**config.mk**
```make
export PLATFORM = sky130hd
export DESIGN_NAME = sensor_switch_output_timer_unit
export DESIGN_NICKNAME = d
export VERILOG_FILES = /design/src/hw/rtl/sswt_pkg.sv /design/src/hw/rtl/sensor_switch_output_timer_unit.sv /design/src/hw/rtl/sswt_cfg.sv /design/src/hw/rtl/sswt_core.sv
export SDC_FILE = /design/constraint.sdc
export NUM_CORES = 1
export LEC_CHECK = 0
export BUFFER_PORTS_ARGS = -buffer_cell sky130_fd_sc_hd__buf_2
export CAP_MARGIN = 10
export CORE_ASPECT_RATIO = 0.8
export CORE_MARGIN = 2
export CORE_UTILIZATION = 40
export DETAILED_ROUTE_END_ITERATION = 7
export SLEW_MARGIN = 20
export SYNTH_ARGS = -nofsm -noshare
export SYNTH_HDL_FRONTEND = slang
export SYNTH_SLANG_ARGS = --single-unit
```
**constraint.sdc**
```tcl
create_clock -name clk -period 6.6 [get_ports clk]
set_input_delay 1.32 -clock clk [delete_from_list [all_inputs] [get_ports clk]]
set_output_delay 1.32 -clock clk [all_outputs]
set_load 0.05 [all_outputs]
```
**src/hw/rtl/sswt_pkg.sv**
```systemverilog
// sswt_pkg: shared types and constants for the sensor switch output timer
// holds the configuration bundle, register indexes, mode codes and reset values
// no dependencies
`timescale 1ns / 1ps

package sswt_pkg;

  // field widths
  localparam int ADC_W   = 12;
  localparam int THR_W   = 12;
  localparam int HYST_W  = 8;
  localparam int MODE_W  = 2;
  localparam int DVAL_W  = 14;
  localparam int BASE_W  = 8;
  localparam int LIMIT_W = DVAL_W + BASE_W;
  localparam int CFG_W   = 14;
  localparam int IDX_W   = 3;

  // register indexes
  localparam logic [IDX_W-1:0] REG_THRESHOLD   = 3'd0;
  localparam logic [IDX_W-1:0] REG_HYSTERESIS  = 3'd1;
  localparam logic [IDX_W-1:0] REG_POLARITY    = 3'd2;
  localparam logic [IDX_W-1:0] REG_DELAY_MODE  = 3'd3;
  localparam logic [IDX_W-1:0] REG_DELAY_VALUE = 3'd4;
  localparam logic [IDX_W-1:0] REG_BASE_TIME   = 3'd5;

  // delay modes
  localparam logic [MODE_W-1:0] MODE_DIRECT    = 2'd0;
  localparam logic [MODE_W-1:0] MODE_OFF_DELAY = 2'd1;
  localparam logic [MODE_W-1:0] MODE_ON_DELAY  = 2'd2;
  localparam logic [MODE_W-1:0] MODE_ONE_SHOT  = 2'd3;

  // reset values
  localparam logic [THR_W-1:0]  RST_THRESHOLD   = 12'd1000;
  localparam logic [HYST_W-1:0] RST_HYSTERESIS  = 8'd50;
  localparam logic              RST_POLARITY    = 1'b1;
  localparam logic [MODE_W-1:0] RST_DELAY_MODE  = MODE_DIRECT;
  localparam logic [DVAL_W-1:0] RST_DELAY_VALUE = 14'd10;
  localparam logic [BASE_W-1:0] RST_BASE_TIME   = 8'd23;

  // settings seen by the core
  typedef struct packed {
    logic [THR_W-1:0]   threshold;
    logic [HYST_W-1:0]  hysteresis;
    logic               polarity;
    logic [MODE_W-1:0]  delay_mode;
    logic [LIMIT_W-1:0] limit;
  } sswt_cfg_t;

  // one result beat
  typedef struct packed {
    logic compare_bit;
    logic detect;
    logic out_pin;
  } sswt_res_t;

endpackage

```
**src/hw/rtl/sensor_switch_output_timer_unit.sv**
```systemverilog
// sensor_switch_output_timer_unit: top level of the sensor switch output timer
// depends on sswt_pkg, sswt_cfg and sswt_core
`timescale 1ns / 1ps

// One sample beat per timer tick goes in and one result beat comes out, one
// beat per clock cycle sustained while m_tready stays high. A beat is held
// in an input register, then the comparator and delay mode logic run
// combinationally into the output register, where its result is presented.
// While a result waits, the input register takes one more beat and the input
// then stalls until the result is taken. The delay limit is the product
// delay_value * base_time, registered behind the delay_value and base_time
// registers, so configuration should settle before the next sample.
// The tick counter is COUNT_WIDTH bits wide and saturates.
module sensor_switch_output_timer_unit #(
  parameter int COUNT_WIDTH = 22
) (
  input  logic                       clk,
  input  logic                       rst,
  // sample stream
  input  logic                       s_tvalid,
  output logic                       s_tready,
  input  logic [15:0]                s_tdata,  // adc_value[11:0], short_fault[12], zero pad
  // result stream
  output logic                       m_tvalid,
  input  logic                       m_tready,
  output logic [7:0]                 m_tdata,  // out_pin[0], detect[1], compare_bit[2], pad
  // configuration write port
  input  logic                       cfg_we,
  input  logic [sswt_pkg::IDX_W-1:0] cfg_index,
  input  logic [sswt_pkg::CFG_W-1:0] cfg_data
);
  import sswt_pkg::*;

  sswt_cfg_t        cfg;
  sswt_res_t        res;
  logic             in_valid;
  logic [ADC_W-1:0] in_adc;
  logic             in_fault;
  logic             out_valid;
  sswt_res_t        out_res;
  logic             advance;
  logic             pin_now;

  // configuration registers
  sswt_cfg u_cfg (
    .clk       (clk),
    .rst       (rst),
    .cfg_we    (cfg_we),
    .cfg_index (cfg_index),
    .cfg_data  (cfg_data),
    .cfg       (cfg)
  );

  // comparator and timer
  sswt_core #(
    .COUNT_WIDTH (COUNT_WIDTH)
  ) u_core (
    .clk         (clk),
    .rst         (rst),
    .cfg         (cfg),
    .step        (advance),
    .adc_value   (in_adc),
    .short_fault (in_fault),
    .res         (res),
    .pin_now     (pin_now)
  );

  // flow control, the held beat moves on when the output slot is free
  assign advance  = in_valid && (!out_valid || m_tready);
  assign s_tready = !in_valid || advance;

  // input register
  always_ff @(posedge clk) begin
    if (rst) begin
      in_valid <= 1'b0;
    end else if (s_tready) begin
      in_valid <= s_tvalid;
    end
  end

  always_ff @(posedge clk) begin
    if (s_tvalid && s_tready) begin
      in_adc   <= s_tdata[ADC_W-1:0];
      in_fault <= s_tdata[ADC_W];
    end
  end

  // output register
  always_ff @(posedge clk) begin
    if (rst) begin
      out_valid <= 1'b0;
    end else if (advance) begin
      out_valid <= 1'b1;
    end else if (m_tready) begin
      out_valid <= 1'b0;
    end
  end

  always_ff @(posedge clk) begin
    if (advance) begin
      out_res <= res;
    end
  end

  assign m_tvalid = out_valid;
  assign m_tdata  = {5'b0, out_res.compare_bit, out_res.detect, out_res.out_pin};

  // a processed beat always lands in the output register
  a_advance_fills: assert property (@(posedge clk) disable iff (rst)
    advance |=> m_tvalid)
    else $error("processed beat did not reach the output register");

  // direct mode without fault drives the pin from detect
  a_direct_follows: assert property (@(posedge clk) disable iff (rst)
    (advance && !in_fault && cfg.delay_mode == MODE_DIRECT) |=> (m_tdata[0] == m_tdata[1]))
    else $error("direct mode pin differs from detect");

  // fault holds the pin at its earlier level
  a_fault_freeze: assert property (@(posedge clk) disable iff (rst)
    (advance && in_fault) |=> (m_tdata[0] == $past(pin_now)))
    else $error("pin changed while fault was reported");

endmodule

```
**src/hw/rtl/sswt_cfg.sv**
```systemverilog
// sswt_cfg: configuration registers and the registered delay limit
// depends on sswt_pkg
`timescale 1ns / 1ps

module sswt_cfg (
  input  logic                      clk,
  input  logic                      rst,
  input  logic                      cfg_we,
  input  logic [sswt_pkg::IDX_W-1:0] cfg_index,
  input  logic [sswt_pkg::CFG_W-1:0] cfg_data,
  output sswt_pkg::sswt_cfg_t       cfg
);
  import sswt_pkg::*;

  logic [THR_W-1:0]   threshold;
  logic [HYST_W-1:0]  hysteresis;
  logic               polarity;
  logic [MODE_W-1:0]  delay_mode;
  logic [DVAL_W-1:0]  delay_value;
  logic [BASE_W-1:0]  base_time;
  logic [LIMIT_W-1:0] limit;

  // register writes, unknown indexes ignored
  always_ff @(posedge clk) begin
    if (rst) begin
      threshold   <= RST_THRESHOLD;
      hysteresis  <= RST_HYSTERESIS;
      polarity    <= RST_POLARITY;
      delay_mode  <= RST_DELAY_MODE;
      delay_value <= RST_DELAY_VALUE;
      base_time   <= RST_BASE_TIME;
    end else if (cfg_we) begin
      case (cfg_index)
        REG_THRESHOLD:   threshold   <= cfg_data[THR_W-1:0];
        REG_HYSTERESIS:  hysteresis  <= cfg_data[HYST_W-1:0];
        REG_POLARITY:    polarity    <= cfg_data[0];
        REG_DELAY_MODE:  delay_mode  <= cfg_data[MODE_W-1:0];
        REG_DELAY_VALUE: delay_value <= cfg_data[DVAL_W-1:0];
        REG_BASE_TIME:   base_time   <= cfg_data[BASE_W-1:0];
        default: ;
      endcase
    end
  end

  // delay limit in ticks, registered from the delay value and base time registers
  always_ff @(posedge clk) begin
    if (rst) begin
      limit <= LIMIT_W'(RST_DELAY_VALUE) * LIMIT_W'(RST_BASE_TIME);
    end else begin
      limit <= LIMIT_W'(delay_value) * LIMIT_W'(base_time);
    end
  end

  assign cfg.threshold  = threshold;
  assign cfg.hysteresis = hysteresis;
  assign cfg.polarity   = polarity;
  assign cfg.delay_mode = delay_mode;
  assign cfg.limit      = limit;

endmodule

```
**src/hw/rtl/sswt_core.sv**
```systemverilog
// sswt_core: hysteresis comparator, delay mode logic and timer state
// depends on sswt_pkg
`timescale 1ns / 1ps

module sswt_core #(
  parameter int COUNT_WIDTH = 22
) (
  input  logic                      clk,
  input  logic                      rst,
  input  sswt_pkg::sswt_cfg_t       cfg,
  input  logic                      step,
  input  logic [sswt_pkg::ADC_W-1:0] adc_value,
  input  logic                      short_fault,
  output sswt_pkg::sswt_res_t       res,
  output logic                      pin_now
);
  import sswt_pkg::*;

  localparam int CMP_W = (COUNT_WIDTH > LIMIT_W) ? COUNT_WIDTH : LIMIT_W;

  logic                   compare_state;
  logic [COUNT_WIDTH-1:0] tick_count;
  logic                   pin_level;
  logic                   shot_active;

  logic                   compare_state_next;
  logic [COUNT_WIDTH-1:0] tick_count_next;
  logic                   pin_level_next;
  logic                   shot_active_next;

  logic signed [THR_W+1:0] adc_s;
  logic signed [THR_W+1:0] clr_s;
  logic [CMP_W-1:0]        count_ext;
  logic [CMP_W-1:0]        limit_ext;
  logic                    det;
  logic                    over;
  logic                    under;
  logic                    clear;
  logic                    pin_mode;
  logic                    shot_mode;

  // comparator, clear level may drop below zero
  always_comb begin
    adc_s = signed'({2'b00, adc_value});
    clr_s = signed'({2'b00, cfg.threshold}) - signed'({6'b0, cfg.hysteresis});
    if (adc_value >= cfg.threshold) begin
      compare_state_next = 1'b1;
    end else if (adc_s <= clr_s) begin
      compare_state_next = 1'b0;
    end else begin
      compare_state_next = compare_state;
    end
    det = (compare_state_next == cfg.polarity);
  end

  // count against limit
  assign count_ext = CMP_W'(tick_count);
  assign limit_ext = CMP_W'(cfg.limit);
  assign over      = count_ext > limit_ext;
  assign under     = count_ext < limit_ext;

  // delay mode decision
  always_comb begin
    pin_mode  = pin_level;
    shot_mode = shot_active;
    clear     = 1'b0;
    unique case (cfg.delay_mode)
      MODE_DIRECT: begin
        pin_mode = det;
        clear    = 1'b1;
      end
      MODE_OFF_DELAY: begin
        if (det) begin
          pin_mode = 1'b1;
          clear    = 1'b1;
        end else if (over) begin
          pin_mode = 1'b0;
        end
      end
      MODE_ON_DELAY: begin
        if (det) begin
          if (over) pin_mode = 1'b1;
        end else begin
          pin_mode = 1'b0;
          clear    = 1'b1;
        end
      end
      MODE_ONE_SHOT: begin
        if (det || shot_active) begin
          pin_mode  = under;
          shot_mode = under;
        end else begin
          pin_mode = 1'b0;
          clear    = 1'b1;
        end
      end
    endcase
  end

  // fault freezes pin, counter and shot flag
  always_comb begin
    if (short_fault) begin
      pin_level_next   = pin_level;
      shot_active_next = shot_active;
      tick_count_next  = tick_count;
    end else begin
      pin_level_next   = pin_mode;
      shot_active_next = shot_mode;
      if (clear) begin
        tick_count_next = '0;
      end else if (tick_count != {COUNT_WIDTH{1'b1}}) begin
        tick_count_next = tick_count + 1'b1;
      end else begin
        tick_count_next = tick_count;
      end
    end
  end

  // state update once per beat
  always_ff @(posedge clk) begin
    if (rst) begin
      compare_state <= 1'b0;
      tick_count    <= '0;
      pin_level     <= 1'b0;
      shot_active   <= 1'b0;
    end else if (step) begin
      compare_state <= compare_state_next;
      tick_count    <= tick_count_next;
      pin_level     <= pin_level_next;
      shot_active   <= shot_active_next;
    end
  end

  assign res.out_pin     = pin_level_next;
  assign res.detect      = det;
  assign res.compare_bit = compare_state_next;
  assign pin_now         = pin_level;

endmodule
```
==> results_dict.tcl, run 1 <==
set metrics [dict create \
    p_leak_nw 4.53 \
    cts_tree "built" \
    core_area_um2 22400 \
    wirelength_um 19600 \
    core.rowCount 49 \
    reg2reg_from "u_cfg.base_time[7]$_SDFFE_PP0P_" \
    path_max_fanout 15 \
    vdd_ir_drop_max_v 0.000117 \
    overflow 0 \
    synth_commonest_cells "nand2_1 (148), inv_1 (136), ha_1 (97)" \
    yosysUniqueCellTypes 67 \
    antenna_found_initial 0 \
    avgSynthCellArea_um2 8.73 \
    final_cell_count_no_fill 1371 \
    drc_errors 0 \
    ff_latch_area_um2 2360 \
    yosys.area.top_type "dfxtp_1" \
    vias 6731 \
    hp-class "register to register" \
    tightest_slew_ps 886 \
    vias_per_cell 4.91 \
    finalHoldViolations 0 \
    synth.most_common_cell "nand2_1" \
    combPwrFrac_pct 17.2 \
    path_class "register to register" \
    maxCapViolCount 0 \
    synth_area_leaders "dfxtp_1 (21%), fa_1 (16%), ha_1 (13%), nand2_1 (6.1%), inv_1 (5.6%)" \
    placed_cells 1355 \
    grt_max_degree 85 \
    slew_headroom_pct 40.9 \
    cts_buffers 9 \
    worstSetupEndpoint "u_cfg.limit[18]$_SDFF_PP0_" \
    start_util_pct 40.7 \
    pwr-share-seq_pct 46.1 \
    drt_first_pass_iters 5 \
    area_growth_pct 8.39 \
    syn-cell-area_um2 9130 \
    antenna_cells 0 \
    clkLatencyLatePin_ps 370 \
    die_y_um 139 \
    setup_viol 0 \
    power_per_cell_area_nw_per_um2 160 \
    fin_worst_skew_ps 11.1 \
    yosys.area.top_type_share_pct 20.6 \
    syn_inst 1045 \
    power.internal_mw 1.15 \
    drt_iter0_drc 298 \
    ff2ff_path_depth 15 \
    ys_seq_area_share_pct 25.9 \
    synthArstFlopShare_pct 0 \
    cp-startpoint "u_cfg.base_time[7]$_SDFFE_PP0P_" \
    p_clk_share_pct 36.7 \
    multi_input_area_um2 6090 \
    tns_ps 0 \
    startpoint_type "register" \
    outcome "finished, final reports clean" \
    cts_resized 0 \
    rsz0062_at_grt "false" \
    die-area_um2 24100 \
    ios 48 \
    wl_per_cell_um 14.3 \
    synth-main-ff-cell "dfxtp_1" \
    dieWidth_um 173 \
    swShare_pct 27.3 \
    io_buffer_count 39 \
    cts.sinks 110 \
    finalMaxSlewViolations 0 \
    ctsHoldBuffers 0 \
    h-tree-depth 3 \
    rr_endpoint "u_cfg.limit[18]$_SDFF_PP0_" \
    endpoint_kind "register" \
    grt_pass1_vias 6722 \
    dp_hpwl_um 15300 \
    critical_path_required_ps 6810 \
    root_buffer "clkbuf_16" \
    post-cts-setup-buffers 0 \
    period_needed_ps 5070 \
    r2r_slack_ps 1530 \
    min_period_over_period_pct 76.9 \
    route.antenna.remaining_nets 0 \
    ys.warnings.count 0 \
    grt_use_total_pct 17.1 \
    fin_nets 1268 \
    synth_edf_count 16 \
    critPathArrivalTime_ps 5290 \
    p_sw_mw 0.432 \
    drive_above_1_share_pct 8.17 \
    clkTransAtPathRegs_ps 70 \
    grt_pass1_wl_um 33500 \
    gp_congestion 0.860 \
    clockBufferDepth 2 \
    fillCellCount 2232 \
    timing.fmax_mhz 197 \
    ys_ff_latch 110 \
]
-- worst max-delay path: stages, from the launching register on --
cell     delay (ps)
dfxtp_1         700
nand2_1         170
fa_1            570
inv_1            60
fa_1            500
fa_1            510
fa_1            490
ha_1            380
a21oi_1         260
o21a_1          230
nand2_1          60
a21oi_1         230
nor3_1          130
o41ai_1         390
xor2_1          170
nor2_1           50
-- how the worst min path moves through the flow --
| stage | start | end | slack (ps) | depth (start not counted) |
|---|---|---|---|---|
| after floorplan | u_cfg.hysteresis[2]$_SDFFE_PP0P_ | u_cfg.hysteresis[2]$_SDFFE_PP0P_ | 440 | 2 |
| after global placement | u_cfg.hysteresis[6]$_SDFFE_PP0P_ | u_cfg.hysteresis[6]$_SDFFE_PP0P_ | 440 | 2 |
| after detailed placement | u_cfg.hysteresis[6]$_SDFFE_PP0P_ | u_cfg.hysteresis[6]$_SDFFE_PP0P_ | 450 | 2 |
| after CTS | u_cfg.hysteresis[6]$_SDFFE_PP0P_ | u_cfg.hysteresis[6]$_SDFFE_PP0P_ | 460 | 2 |
| after global routing | u_cfg.hysteresis[5]$_SDFFE_PP1P_ | u_cfg.hysteresis[5]$_SDFFE_PP1P_ | 490 | 2 |
| final | u_cfg.hysteresis[6]$_SDFFE_PP0P_ | u_cfg.hysteresis[6]$_SDFFE_PP0P_ | 460 | 2 |
-- cell families after synthesis --
logic type      after synthesis  share of synthesized area, %
simple gates                384                          20.9
buf+inv                     178                          7.62
fa+ha+maj                   170                          29.3
compound gates              157                          11.7
flops                       110                          25.9
xor+xnor                     35                          3.36
mux                          10                          1.12
other cells                   1                        0.0411
-- power groups by stage --
| stage | Combinational [mW] | Clock (mW) | Sequential, mW |
|---|---|---|---|
| 6_report | 0.272 | 0.581 | 0.730 |
| 5_1_grt | 0.313 | 0.621 | 0.733 |
| 4_1_cts | 0.275 | 0.596 | 0.730 |
| 3_5_place_dp | 0.273 | 0 | 0.745 |
| 3_3_place_gp | 0.267 | 0 | 0.745 |
| 2_1_floorplan | 0.210 | 0 | 0.737 |
-- placed cells by master (no fill, tap or decap), drive strengths merged, types with 23 or more instances in the layout --
master / count
dfxtp: 94
o21ai: 32
ha: 97
nand2: 148
and2: 60
inv: 136
a211oi: 23
xor2: 25
a21oi: 56
buf: 42
fa: 73
nor2: 62
-- registers in the layout, summed over array words and instances (netlist names), 2 cells and up --
register	cells
in_adc	12
m_tdata	3
u_cfg.base_time	8
u_cfg.delay_mode	2
u_cfg.delay_value	14
u_cfg.hysteresis	8
u_cfg.limit	22
u_cfg.threshold	12
u_core.count_ext	22
-- area by class of cell --
class | instances | area share (%)
multi-input cells | 761 | 61.6
inverters | 136 | 5.16
repair buffers | 42 | 2.23
well taps | 306 | 3.87
clock inverters | 1 | 0.0506
clock buffers | 15 | 3.24
flip-flops and latches | 110 | 23.9
-- layer usage --
metal	GRT usage, %	share of wire, %
met4	4.55	1.1
met2	27.1	44
met5	0	0
met1	24.1	52
met3	3.18	3.3
-- per-stage QoR --
stage               worst slack, ps  instance area (um2)  hold slack [ps]  util (%)  total power [mW]
global route                   1170                 9890              492      44.1              1.67
CTS                            1520                 9890              459      44.1              1.60
finish                         1530                 9890              458      44.1              1.58
detailed placement             1570                 9570              448      42.6              1.02
global placement               1600                 9570              445      42.6              1.01
floorplan                      2010                 9140              436         -             0.947
Note: power is estimated with default switching activity, not from simulation.
==> inputs of run 2 (changes only) <==
==> constraint.sdc (replaced) <==
create_clock -name clk -period 4.55 [get_ports clk]
set_input_delay 0.91 -clock clk [delete_from_list [all_inputs] [get_ports clk]]
set_output_delay 0.91 -clock clk [all_outputs]
set_load 0.05 [all_outputs]
==> results_dict.tcl, run 2 (synthesis gave the netlist of run 1 again) <==
set metrics [dict create \
    cts_tree "built" \
    setup_viol 0 \
    io_buffer_count 39 \
    mostFrequentLayoutCell "nand2_1" \
    drive_above_1_share_pct 16.3 \
    wirelength_um 19900 \
    drc_errors 0 \
    tns_ps 0 \
    crit_chain "buf_4 -> buf_4 -> and2_1 -> fa_1 -> fa_2 -> fa_1 -> fa_1 -> ha_2 -> or3_4 -> o211ai_1 -> a31oi_2 -> buf_4 -> buf_4 -> a211oi_1" \
    crit_family "adder cells" \
    cts.sinks 110 \
    grt_use_total_pct 17.3 \
    cts_buffers 9 \
    maxCapViolCount 0 \
    slew_headroom_pct 50.0 \
    fin_nets 1327 \
    crit_top_cell "buf_4" \
    drt_iter0_drc 289 \
    fillCellCount 2191 \
    cp_slowest_cell "fa_2" \
    drt_first_pass_iters 4 \
    grt_max_degree 57 \
    vias_per_cell 4.90 \
    crit_buf_inv 4 \
    finalMaxSlewViolations 0 \
    ff_latch_area_um2 2380 \
    route.antenna.remaining_nets 0 \
    antenna_cells 0 \
    path_max_fanout 4 \
    startpoint_type "register" \
    min_period_over_period_pct 95.4 \
    antenna_found_initial 0 \
    tightest_slew_ps 750 \
    area_growth_pct 15.4 \
    gp_congestion 0.881 \
    core.rowCount 49 \
    p_leak_nw 4.83 \
    start_util_pct 40.7 \
    finalHoldViolations 0 \
    ios 48 \
    period_needed_ps 4340 \
    path_class "register to register" \
    dieWidth_um 173 \
    grt_pass1_vias 6805 \
    vias 7008 \
    wl_per_cell_um 13.9 \
    core_area_um2 22400 \
    final_cell_mix "nand2_1 (148), inv_1 (135), ha_1 (89), dfxtp_1 (84), fa_1 (70)" \
    grt_pass1_wl_um 33800 \
    final_util_pct 47.0 \
    slowest_delay_ps 580 \
    overflow 0 \
    vdd_ir_drop_max_v 0.000186 \
    power_per_cell_area_nw_per_um2 226 \
    fin_worst_skew_ps 7.88 \
    endpoint_kind "register" \
    hp-class "register to register" \
    die_y_um 139 \
    timing.fmax_mhz 230 \
    critical_path_required_ps 4810 \
    outcome "finished, final reports clean" \
    root_buffer "clkbuf_16" \
    h-tree-depth 3 \
    dp_hpwl_um 15700 \
    clkTransAtPathRegs_ps 70 \
    critPathArrivalTime_ps 4600 \
    die-area_um2 24100 \
    clkLatencyLatePin_ps 370 \
    multi_input_area_um2 6250 \
    clockBufferDepth 2 \
]
run 2: path summary, 6_finish.rpt:
path	to	cells after the start	slack [ps]	from
max	u_cfg.limit[17]$_SDFF_PP0_	14	210	u_cfg.delay_value[4]$_SDFFE_PP0P_
min	u_cfg.hysteresis[7]$_SDFFE_PP0P_	2	460	u_cfg.hysteresis[7]$_SDFFE_PP0P_
max reg2reg	u_cfg.limit[17]$_SDFF_PP0_	14	210	u_cfg.delay_value[4]$_SDFFE_PP0P_
min reg2reg	u_cfg.hysteresis[7]$_SDFFE_PP0P_	2	460	u_cfg.hysteresis[7]$_SDFFE_PP0P_
run 2: per-layer routing:
| layer | track usage, % | share of wire, % | vias up |
|---|---|---|---|
| met3 | 3.15 | 3.4 | 20 |
| li1 | - | - | 3579 |
| met5 | 0 | 0 | - |
| met2 | 27.2 | 44 | 85 |
| met1 | 24.4 | 52 | 3324 |
| met4 | 4.50 | 1.3 | 0 |
run 2: stage by stage:
stage / power [mW] / setup WS [ps] / instances / instance area, um2 / hold WS [ps]
detailed placement: 1.51 / -183 / 1411 / 9990 / 450
finish: 2.38 / 209 / 1429 / 10500 / 458
floorplan: 1.37 / 70.4 / 1049 / 9150 / 436
global placement: 1.51 / -110 / 1411 / 9990 / 445
CTS: 2.38 / 16.5 / 1429 / 10400 / 460
global route: 2.51 / -0.780 / 1429 / 10500 / 476
run 2: timing repair:
| item | in CTS | in global routing |
|---|---|---|
| buffers inserted | 3 | 0 |
| hold buffers | 0 | 0 |
| pin swaps | 6 | 32 |
| endpoints found under the setup margin | 24 | 36 |
| resized for setup | 11 | 41 |
run 2: final cells by class:
type / instances / share of cell area [%]
flip-flops and latches: 110 / 22.6
multi-input cells: 761 / 59.4
clock buffers: 13 / 2.78
repair buffers: 101 / 6.41
well taps: 306 / 3.63
clock inverters: 2 / 0.333
inverters: 136 / 4.85
run 2: worst min-delay path, stage by stage (launching register included):
cell and delay, ps:
dfxtp_1 310, nand2_1 50, a21oi_1 50
run 2: power by group:
part	leakage (nW)	internal [mW]	switching, mW
registers	0.921	1.02	0.0249
logic	3.74	0.206	0.262
clock network	0.162	0.505	0.356
total	4.83	1.74	0.643
